`config.mk`:
```
export PLATFORM = sky130hd
export DESIGN_NAME = fletcher64_checksum_core
export DESIGN_NICKNAME = d
export VERILOG_FILES = /design/src/rtl/f64c_pkg.sv /design/src/rtl/f64c_front.sv /design/src/rtl/f64c_queue.sv /design/src/rtl/f64c_back.sv /design/src/rtl/fletcher64_checksum_core.sv
export SDC_FILE = /design/constraint.sdc
export NUM_CORES = 1
export LEC_CHECK = 0
export BUFFER_PORTS_ARGS = -buffer_cell sky130_fd_sc_hd__buf_2
export CAP_MARGIN = 20
export CORE_MARGIN = 3
export CORE_UTILIZATION = 25
export CTS_CLUSTER_SIZE = 28
export DETAILED_ROUTE_END_ITERATION = 6
export SLEW_MARGIN = 10
export SYNTH_ARGS = -nofsm -noshare
export SYNTH_HDL_FRONTEND = slang
export SYNTH_HIERARCHICAL = 1
export SYNTH_SLANG_ARGS = --single-unit
```
`constraint.sdc`:
```
create_clock -name i_clk -period 11.4 [get_ports i_clk]
set_clock_uncertainty 0.05 [all_clocks]
set_input_delay 2.85 -clock i_clk [delete_from_list [all_inputs] [get_ports i_clk]]
set_output_delay 2.85 -clock i_clk [all_outputs]
set_load 0.02 [all_outputs]
```
`src/rtl/f64c_pkg.sv`:
```
// Shared types, constants and the modular add for the Fletcher-64 checksum core.
package f64c_pkg;

    localparam int unsigned WORD_BITS   = 32;
    localparam int unsigned BYTE_BITS   = 8;
    localparam int unsigned QUEUE_DEPTH = 2;
    localparam int unsigned QPTR_BITS   = (QUEUE_DEPTH > 1) ? $clog2(QUEUE_DEPTH) : 1;
    localparam int unsigned QCNT_BITS   = $clog2(QUEUE_DEPTH + 1);

    localparam logic [WORD_BITS-1:0] SUM_MOD = {WORD_BITS{1'b1}};

    typedef struct packed {
        logic [WORD_BITS-1:0] word;
        logic                 last;
    } t_word;

    // Adds a residue and any 32-bit value modulo all ones, with an end-around carry.
    // The second operand may itself be all ones.
    function automatic logic [WORD_BITS-1:0] add_mod(
        input logic [WORD_BITS-1:0] a,
        input logic [WORD_BITS-1:0] b
    );
        logic [WORD_BITS:0]   s;
        logic [WORD_BITS-1:0] r;
        s = {1'b0, a} + {1'b0, b};
        r = s[WORD_BITS-1:0] + {{(WORD_BITS-1){1'b0}}, s[WORD_BITS]};
        // An all-ones residue stands for zero.
        if (r == SUM_MOD) begin
            r = '0;
        end
        return r;
    endfunction

endpackage

```
`src/rtl/f64c_front.sv`:
```
// Front part: packs message bytes little-endian into words and marks the final word.
module f64c_front (
    input  logic                                i_clk,
    input  logic                                i_rst_n,
    input  logic                                push,
    output logic                                full,
    input  logic [f64c_pkg::BYTE_BITS-1:0]      i_data_byte,
    input  logic                                i_last_byte,
    input  logic                                i_q_full,
    output logic                                o_q_push,
    output f64c_pkg::t_word                     o_q_word
);

    logic [23:0]                        r_partial;
    logic [23:0]                        n_partial;
    logic [1:0]                         r_pos;
    logic [1:0]                         n_pos;
    logic [f64c_pkg::WORD_BITS-1:0]     word;
    logic                               accept;
    logic                               word_done;

    assign full   = i_q_full;
    assign accept = push && !full;

    always_comb begin
        word = {8'h00, r_partial};
        unique case (r_pos)
            2'd0: word[7:0]   = i_data_byte;
            2'd1: word[15:8]  = i_data_byte;
            2'd2: word[23:16] = i_data_byte;
            2'd3: word[31:24] = i_data_byte;
            default: word = {8'h00, r_partial};
        endcase
    end

    assign word_done = (r_pos == 2'd3) || i_last_byte;

    always_comb begin
        n_partial = r_partial;
        n_pos     = r_pos;
        if (accept) begin
            if (word_done) begin
                n_partial = '0;
                n_pos     = '0;
            end else begin
                n_partial = word[23:0];
                n_pos     = r_pos + 2'd1;
            end
        end
    end

    always_ff @(posedge i_clk) begin
        if (!i_rst_n) begin
            r_partial <= '0;
            r_pos     <= '0;
        end else begin
            r_partial <= n_partial;
            r_pos     <= n_pos;
        end
    end

    assign o_q_push      = accept && word_done;
    assign o_q_word.word = word;
    assign o_q_word.last = i_last_byte;

    // At the start of a group the partial word holds no bytes.
    a_partial_clear_on_start: assert property (@(posedge i_clk) disable iff (!i_rst_n)
        (r_pos == 2'd0) |-> (r_partial == 24'h0))
        else $error("partial word not cleared at start of group");

    a_pos_wraps_on_push: assert property (@(posedge i_clk) disable iff (!i_rst_n)
        o_q_push |=> (r_pos == 2'd0))
        else $error("byte position not reset after a word was emitted");

    a_no_push_when_full: assert property (@(posedge i_clk) disable iff (!i_rst_n)
        o_q_push |-> !i_q_full)
        else $error("word pushed into a full queue");

endmodule

```
`src/rtl/f64c_queue.sv`:
```
// Short word queue between the byte packer and the sum accumulator.
module f64c_queue (
    input  logic                i_clk,
    input  logic                i_rst_n,
    input  logic                i_push,
    input  f64c_pkg::t_word     i_wr,
    output logic                o_full,
    output logic                o_empty,
    input  logic                i_pop,
    output f64c_pkg::t_word     o_rd
);

    localparam logic [f64c_pkg::QPTR_BITS-1:0] LAST_PTR =
        f64c_pkg::QPTR_BITS'(f64c_pkg::QUEUE_DEPTH - 1);
    localparam logic [f64c_pkg::QCNT_BITS-1:0] FULL_CNT =
        f64c_pkg::QCNT_BITS'(f64c_pkg::QUEUE_DEPTH);

    f64c_pkg::t_word                    r_mem [f64c_pkg::QUEUE_DEPTH];
    logic [f64c_pkg::QPTR_BITS-1:0]     r_wr_ptr;
    logic [f64c_pkg::QPTR_BITS-1:0]     r_rd_ptr;
    logic [f64c_pkg::QCNT_BITS-1:0]     r_count;
    logic                               do_push;
    logic                               do_pop;

    assign o_full  = (r_count == FULL_CNT);
    assign o_empty = (r_count == '0);
    assign do_push = i_push && !o_full;
    assign do_pop  = i_pop && !o_empty;
    assign o_rd    = r_mem[r_rd_ptr];

    always_ff @(posedge i_clk) begin
        if (do_push) begin
            r_mem[r_wr_ptr] <= i_wr;
        end
    end

    always_ff @(posedge i_clk) begin
        if (!i_rst_n) begin
            r_wr_ptr <= '0;
            r_rd_ptr <= '0;
            r_count  <= '0;
        end else begin
            if (do_push) begin
                r_wr_ptr <= (r_wr_ptr == LAST_PTR) ? '0 : r_wr_ptr + 1'b1;
            end
            if (do_pop) begin
                r_rd_ptr <= (r_rd_ptr == LAST_PTR) ? '0 : r_rd_ptr + 1'b1;
            end
            if (do_push && !do_pop) begin
                r_count <= r_count + 1'b1;
            end else if (do_pop && !do_push) begin
                r_count <= r_count - 1'b1;
            end
        end
    end

    a_count_in_range: assert property (@(posedge i_clk) disable iff (!i_rst_n)
        r_count <= FULL_CNT)
        else $error("queue count beyond depth");

    a_ptrs_meet_when_empty: assert property (@(posedge i_clk) disable iff (!i_rst_n)
        o_empty |-> (r_wr_ptr == r_rd_ptr))
        else $error("queue pointers differ while empty");

    a_push_only_fills: assert property (@(posedge i_clk) disable iff (!i_rst_n)
        (do_push && !do_pop) |=> !o_empty)
        else $error("queue empty after a push");

endmodule

```
`src/rtl/f64c_back.sv`:
```
// Back part: folds words into the two running sums and holds the finished checksum.
module f64c_back (
    input  logic                                i_clk,
    input  logic                                i_rst_n,
    input  logic                                i_q_empty,
    input  f64c_pkg::t_word                     i_q_word,
    output logic                                o_q_pop,
    output logic                                empty,
    input  logic                                pop,
    output logic [f64c_pkg::WORD_BITS-1:0]      o_sum_low,
    output logic [f64c_pkg::WORD_BITS-1:0]      o_sum_high
);

    logic [f64c_pkg::WORD_BITS-1:0]     r_first;
    logic [f64c_pkg::WORD_BITS-1:0]     r_second;
    logic [f64c_pkg::WORD_BITS-1:0]     n_first;
    logic [f64c_pkg::WORD_BITS-1:0]     n_second;
    logic                               r_out_valid;
    logic [f64c_pkg::WORD_BITS-1:0]     r_sum_low;
    logic [f64c_pkg::WORD_BITS-1:0]     r_sum_high;
    logic                               out_slot_free;
    logic                               take;

    // A final word may only be folded when the result register can take it.
    assign out_slot_free = !r_out_valid || pop;
    assign take          = !i_q_empty && (!i_q_word.last || out_slot_free);
    assign o_q_pop       = take;

    assign n_first  = f64c_pkg::add_mod(r_first, i_q_word.word);
    assign n_second = f64c_pkg::add_mod(r_second, n_first);

    always_ff @(posedge i_clk) begin
        if (!i_rst_n) begin
            r_first     <= '0;
            r_second    <= '0;
            r_out_valid <= 1'b0;
        end else begin
            if (take) begin
                if (i_q_word.last) begin
                    r_first  <= '0;
                    r_second <= '0;
                end else begin
                    r_first  <= n_first;
                    r_second <= n_second;
                end
            end
            if (take && i_q_word.last) begin
                r_out_valid <= 1'b1;
            end else if (pop) begin
                r_out_valid <= 1'b0;
            end
        end
    end

    always_ff @(posedge i_clk) begin
        if (take && i_q_word.last) begin
            r_sum_low  <= n_first;
            r_sum_high <= n_second;
        end
    end

    assign empty      = !r_out_valid;
    assign o_sum_low  = r_sum_low;
    assign o_sum_high = r_sum_high;

    a_first_reduced: assert property (@(posedge i_clk) disable iff (!i_rst_n)
        r_first != f64c_pkg::SUM_MOD)
        else $error("first sum holds the all-ones residue");

    a_second_reduced: assert property (@(posedge i_clk) disable iff (!i_rst_n)
        r_second != f64c_pkg::SUM_MOD)
        else $error("second sum holds the all-ones residue");

    a_result_held: assert property (@(posedge i_clk) disable iff (!i_rst_n)
        (r_out_valid && !pop) |=> (r_out_valid && $stable(r_sum_low)
                                   && $stable(r_sum_high)))
        else $error("checksum changed before it was taken");

    a_sums_cleared: assert property (@(posedge i_clk) disable iff (!i_rst_n)
        (take && i_q_word.last) |=> (r_first == '0 && r_second == '0))
        else $error("running sums not cleared after the final word");

endmodule

```
`src/rtl/fletcher64_checksum_core.sv`:
```
// Top level of the Fletcher-64 checksum core: byte packer, word queue, sum accumulator.
//
//   channel  | handshake         | word contents
//   ---------+-------------------+------------------------------------------
//   input    | push / full       | i_data_byte (8 bits), i_last_byte
//   result   | empty / pop       | o_sum_low (32 bits), o_sum_high (32 bits)
//
// One byte is accepted per cycle while full is low; a checksum reaches the result
// ports via the queue write and the result register, waiting while another is unread.
// The accumulator folds one queued word per cycle with two end-around-carry adds.
// Reset is synchronous and clears the packer, the queue and both sums.
// full rises when a checksum waits unread, the next final word is stuck in the
// queue and one more word arrives behind it.
module fletcher64_checksum_core (
    input  logic                                i_clk,
    input  logic                                i_rst_n,
    input  logic                                push,
    output logic                                full,
    input  logic [f64c_pkg::BYTE_BITS-1:0]      i_data_byte,
    input  logic                                i_last_byte,
    output logic                                empty,
    input  logic                                pop,
    output logic [f64c_pkg::WORD_BITS-1:0]      o_sum_low,
    output logic [f64c_pkg::WORD_BITS-1:0]      o_sum_high
);

    logic               q_full;
    logic               q_empty;
    logic               q_push;
    logic               q_pop;
    f64c_pkg::t_word    q_wr;
    f64c_pkg::t_word    q_rd;

    f64c_front u_front (
        .i_clk       (i_clk),
        .i_rst_n     (i_rst_n),
        .push        (push),
        .full        (full),
        .i_data_byte (i_data_byte),
        .i_last_byte (i_last_byte),
        .i_q_full    (q_full),
        .o_q_push    (q_push),
        .o_q_word    (q_wr)
    );

    f64c_queue u_queue (
        .i_clk   (i_clk),
        .i_rst_n (i_rst_n),
        .i_push  (q_push),
        .i_wr    (q_wr),
        .o_full  (q_full),
        .o_empty (q_empty),
        .i_pop   (q_pop),
        .o_rd    (q_rd)
    );

    f64c_back u_back (
        .i_clk      (i_clk),
        .i_rst_n    (i_rst_n),
        .i_q_empty  (q_empty),
        .i_q_word   (q_rd),
        .o_q_pop    (q_pop),
        .empty      (empty),
        .pop        (pop),
        .o_sum_low  (o_sum_low),
        .o_sum_high (o_sum_high)
    );

endmodule

```
Word level (Yosys, flattened, before mapping). Memories as Yosys holds them, arrays and structs flattened. A register that Yosys moved wholly into a read port is not among the register bits. Index checks and enable logic that the tools add are counted.

Bits in registers: 159. Bits in writable memories: 66. Input bits: 13. Logic and storage cells: 67. Memories: 1.

Add/sub/neg operators: 9. Eq/ne operators: 6. Muxes and demuxes: 20. Reductions and logical operators: 21.

Memory list: u_queue.r_mem (depth 2, width 33, rd ports 1, clocked after memory_dff 1, write ports 1, RTL line f64c_queue.sv:18) `f64c_pkg::t_word r_mem [f64c_pkg::QUEUE_DEPTH];`.

Operators with widths (number): $mux W32 (4); $add A32 B32 Y33 (2); $add A32 B1 Y32 (2); $eq A32 B32 Y1 const B (2); $mux W8 (4); $mux W24 (1); $logic_and A1 B1 Y1 (8); $mux W1 (8); $eq A2 B2 Y1 const B (3); $logic_not A1 Y1 (6); $mux W2 (3); $add A2 B1 Y2 const B (2); $logic_not A2 Y1 (2); $reduce_bool A2 Y1 (2); $logic_or A1 B1 Y1 (3); $add A1 B1 Y1 const B (2); $eq A2 B1 Y1 const B (1); $sub A2 B1 Y2 const B (1).

Longest topological paths before layout.
Depth in word-level cells: 9. Mapped depth: 54. Mapped depth without buffers: 49.

Modules after synthesis. Netlist, hierarchy kept.

By module, submodules not included: f64c_back (times used 1, cells an instance 1451, area each 11823.8 µm², sequential area each 3223.1 µm²); f64c_queue (times used 1, cells an instance 128, area each 2607.5 µm², sequential area each 2082.0 µm²); f64c_front (times used 1, cells an instance 134, area each 1395.1 µm², sequential area each 520.5 µm²).

Worst setup path after synthesis. Ideal clock, no wire load.

Path kind: register -> register. Start: register with a tool-made name. End: register u_back.r_sum_high (netlist bit u_back/o_sum_high[31]) (data pin). Setup time: 0.268 ns. Arrival: 11.184 ns. Slack: -0.102 ns. Cell stages (with the launch flop): 55. Path buffers: 7. Cells stage by stage: dfxtp_1 -> buf_2 -> buf_2 -> mux2_2 -> ha_1 -> clkbuf_1 -> nand2_1 -> o21ai_0 -> nor2_1 -> and3_1 -> nor2_1 -> nand4_1 -> nand2_1 -> a21o_1 -> a21o_1 -> ha_1 -> ha_1 -> nand2_1 -> (+19 left out) -> a211oi_1 -> nor2_1 -> a21o_1 -> a21oi_1 -> nor2b_1 -> o21ai_0 -> nand2b_1 -> ha_1 -> and3_1 -> nor4b_2 -> xnor2_1 -> or4_1 -> a2111o_1 -> nor4_1 -> nand4bb_1 -> nor4_4 -> buf_2 -> nor2_1.

RTL lines: to (signal assigned) (RTL line f64c_back.sv:58) `r_sum_high <= n_second;`; to (decl) (RTL line f64c_back.sv:20) `logic [f64c_pkg::WORD_BITS-1:0] r_sum_high;`.

==> impl_table.tex <==
\begin{tabular}{lr}
\hline
Metric & Value \\
\hline
\multicolumn{2}{l}{\textbf{Global routing}} \\
Largest net degree at the start of global routing & 66 \\
Number of global-route vias before repair & around 14000 \\
Number of antenna violations at the first check in global routing & 0 \\
First-pass GRT wire length & around 81 mm \\
Gr usage total & between 10\% and 20\% \\
Residual overflow from global routing & 0 \\
\multicolumn{2}{l}{\textbf{Worst setup path}} \\
Minimum setup slack among reg-to-reg paths & $\sim$0.39 ns \\
Kind of capture point of the worst setup path & flip-flop \\
Number of buffer and inverter stages on the critical path & 6 \\
Reg-to-Reg End & u\_back/o\_sum\_high[31]\$\_DFFE\_PP\_ \\
Worst path max stage delay & $\sim$0.57 ns \\
CP max-delay cell & or4\_4 \\
Signal arrival time at the worst endpoint & $\sim$11 ns \\
Levels on crit path & 45 \\
Crit path required time & 11.63 ns \\
Top Family by Delay on Critical Path & simple AND/OR/NAND/NOR gates \\
Kind of start point of the critical path & flip-flop \\
Type of the setup path with the least slack & flip-flop to flip-flop \\
Cell repeated most along the worst path & a21oi\_1 \\
Top fanout value on the critical path & 16 \\
Worst R2R Path Depth & 45 \\
\multicolumn{2}{l}{\textbf{Die}} \\
Floorplan core area & roughly 62000 µm² \\
Total Die Area & 66400 µm² \\
Row cnt & between 90 and 100 \\
Initial cell density of the core & about a quarter \\
Io pins & 79 \\
Die extent in y & between 200 and 300 µm \\
Die X-Extent & roughly 260 µm \\
\multicolumn{2}{l}{\textbf{Clock network}} \\
Bufs on Longest Clock Path & 3 \\
TritonCTS Sinks & 226 \\
CTS hold repair buffers & 0 \\
H-tree level count & 1 \\
Latest clock arrival within the worst-skew pair & 0.55 ns \\
Cell at the root of the clock tree & clkbuf\_16 \\
Clock tree from TritonCTS & built \\
Number of clock buffers inserted by TritonCTS & 24 \\
Clock-pin slew of the registers on the worst-case setup and hold paths & approximately 0.06 ns \\
\multicolumn{2}{l}{\textbf{Yosys}} \\
Post-synthesis area per instance & 9.24 µm² \\
Share of flip-flops with an asynchronous set or reset after synthesis & 0\% \\
Number of warnings issued by yosys & 6 \\
Cell count after synthesis & roughly 1700 \\
Portion of synthesized cell area occupied by the leading cell type & between 20\% and 30\% \\
Number of distinct library cells after synthesis & between 100 and 150 \\
Number of enable-type register cells in the synthesized netlist & 130 \\
Count of state elements after synthesis & roughly 230 \\
Synth Cell Area & roughly 16000 µm² \\
Post-Synthesis Net Count & 1793 \\
Synth area leaders & edfxtp\_1 25\%, dfxtp\_1 12\%, ha\_1 5.2\%, mux2\_2 4.3\%, xnor2\_1 3.4\% \\
Sequential cell area fraction in the yosys report & $\sim$37\% \\
Dominant register cell in the synthesized netlist & edfxtp\_1 \\
Post-synthesis cell type with the largest combined area & edfxtp\_1 \\
\multicolumn{2}{l}{\textbf{STA}} \\
Time the worst path needs with I/O delays and setup & 11.01 ns \\
Highest clock frequency the design can meet & roughly 90 MHz \\
Final max-slew violation count & 0 \\
Worst-margin pin slew & $\sim$1.1 ns \\
Number of endpoints with negative hold slack in the final report & 0 \\
Hold Worst Slack & 0.425 ns \\
Max transition margin & between 20\% and 30\% \\
Fin crit share & a little over nine tenths \\
Final setup fails & 0 \\
\multicolumn{2}{l}{\textbf{Pwr}} \\
Switch Pwr & about 2900 µW \\
Gate power share & roughly 64\% \\
Sequential Power Share & between 20\% and 30\% \\
Max VDD drop & $\sim$0.14 mV \\
Leak & approximately 0.0071 µW \\
Total power consumption of the routed design & 5970 µW \\
Cell area power density & 314 nW/µm² \\
Internal Pwr Total & 3070 µW \\
Switching power share of the total & between 40\% and 50\% \\
Clock share of power & between 10 and 15\% \\
\multicolumn{2}{l}{\textbf{Placed design}} \\
Placer congestion estimate & a little under 1 \\
DPL Wire Length & just over 40 mm \\
Number of buffer cells added on primary ports & approximately 80 \\
Number of cells after detailed placement & approximately 2600 \\
\multicolumn{2}{l}{\textbf{Layout}} \\
FILL cells & around 6500 \\
Final-stage net count & just under 2000 \\
Cell Count, Final, Fillers Out & about 2700 \\
Share of layout cells above drive strength 1 & between 20\% and 30\% \\
Most frequent standard cell in the layout excluding fill and tap cells & nand2\_1 \\
Layout Utilization & roughly 30\% \\
Area added between synthesis and finish & 20.3\% \\
Commonest cells after routing, fill and taps aside & 138 x nand2\_1, 132 x nor2\_1, 130 x edfxtp\_1 \\
\multicolumn{2}{l}{\textbf{Detailed routing}} \\
DRT Pass-1 Iters & 5 \\
Total length of routed wires & $\sim$53 mm \\
Vias post-DR & between 10000 and 15000 \\
First DRT Iteration DRCs & 1152 \\
Average wire per standard cell & slightly below 20 µm \\
Routed vias/inst & roughly 5.2 \\
DRC violations left & 0 \\
Post-route ant nets & 0 \\
\multicolumn{2}{l}{\textbf{Run}} \\
MaxCap Viol Count & 0 \\
\multicolumn{2}{l}{\textbf{Min path}} \\
Hold WC Path Type & flip-flop to flip-flop \\
End of the worst hold path & u\_back/r\_second[28]\$\_SDFFE\_PN0P\_ \\
Number of cells traversed by the worst hold path & 2 \\
HP Start & u\_back/r\_second[28]\$\_SDFFE\_PN0P\_ \\
\multicolumn{2}{l}{\textbf{Outcome}} \\
Result of the run & finished clean \\
\hline
\end{tabular}
[cell type report]
class	count	area (µm²)	share of cell area, %
multi-input cells	1359	9720	51.0
clock inverters	13	160	0.841
diodes	1	2.50	0.0131
inverters	35	131	0.690
flip-flops and latches	226	5830	30.6
repair buffers	213	1490	7.82
well taps	837	1050	5.50
clock buffers	31	669	3.51
[logic make-up after synthesis]
kind of cell               count (synthesis)  synth area share [%]
DFF                                      226                  36.8
buffers and inverters                    128                  3.49
muxes                                     72                  5.04
and+or+nand+nor                          677                  23.4
adders and majority gates                 72                  5.67
AOI/OAI and AO/OA                        443                  20.2
xor gates and xnor gates                  95                  5.30
[how the worst max path moves through the flow]
stage / slack (ns) / from / to
2_1_floorplan: 0.009 / flip-flop / u_back/o_sum_high[31]$_DFFE_PP_
3_3_place_gp: 0.06 / flip-flop / u_back/o_sum_high[29]$_DFFE_PP_
3_5_place_dp: -0.23 / flip-flop / u_back/o_sum_high[31]$_DFFE_PP_
4_1_cts: -0.007 / flip-flop / u_back/o_sum_high[31]$_DFFE_PP_
5_1_grt: -0.11 / flip-flop / u_back/o_sum_high[31]$_DFFE_PP_
6_report: 0.39 / flip-flop / u_back/o_sum_high[31]$_DFFE_PP_
[synthesized netlist by cell type (46+ instances only)]
| cell type | n |
|---|---|
| a21oi_1 | 76 |
| clkbuf_1 | 58 |
| dfxtp_1 | 96 |
| edfxtp_1 | 130 |
| ha_1 | 66 |
| mux2_2 | 61 |
| nand2_1 | 140 |
| nand3_1 | 52 |
| nor2_1 | 136 |
| nor2b_1 | 73 |
| o31ai_1 | 46 |
| xnor2_1 | 61 |
[power by group through the flow]
stage / Clock, µW / Sequential (µW) / Combinational [µW]
floorplan: 0 / 1350 / 2350
global placement: 0 / 1320 / 3620
detailed placement: 0 / 1320 / 3670
CTS: 858 / 1300 / 3700
global route: 886 / 1320 / 4160
finish: 836 / 1310 / 3830
[state kept, by name (all words and copies together) (netlist names), named ones only]
| register | count |
|---|---|
| u_back/o_sum_high | 32 |
| u_back/o_sum_low | 32 |
| u_back/r_first | 32 |
| u_back/r_out_valid | 1 |
| u_back/r_second | 32 |
| u_front/r_partial | 24 |
| u_front/r_pos | 2 |
| u_queue/r_count | 2 |
| u_queue/r_mem | 66 |
| u_queue/r_rd_ptr | 1 |
| u_queue/r_wr_ptr | 1 |
[routing by layer]
metal / global-route usage [%] / share of wire, %
met1: 19.8 / 45
met2: 26.1 / 47
met3: 1.57 / 4.3
met4: 5.59 / 3.6
met5: 0 / 0
[metrics by stage]
step	TNS [ns]	instance area, µm²	worst slack (ns)
after detailed placement	-11.03	17700	-0.229
final	0	19000	0.391
after floorplan	0	15800	0.00893
after global routing	-4.90	19000	-0.115
after CTS	-0.00666	18600	-0.00666
after global placement	0	17700	0.0574
[timing repair]
item,4_1_cts,5_1_grt
setup buffers,3,15
endpoints found under the setup margin,63,64
pin swaps,3,28
gates cloned,0,3
resized for setup,5,57
[worst reg2reg max path: cells and delay by family, from the launching register on]
| family | cells | cell delay, ns |
|---|---|---|
| DFF | 1 | 0.39 |
| adders and majority gates | 4 | 1.07 |
| xor gates and xnor gates | 2 | 0.43 |
| buffers and inverters | 6 | 1.03 |
| AOI/OAI and AO/OA | 12 | 2.86 |
| muxes | 1 | 0.36 |
| and+or+nand+nor | 20 | 4.57 |
Power figures use the tool's default switching activity.
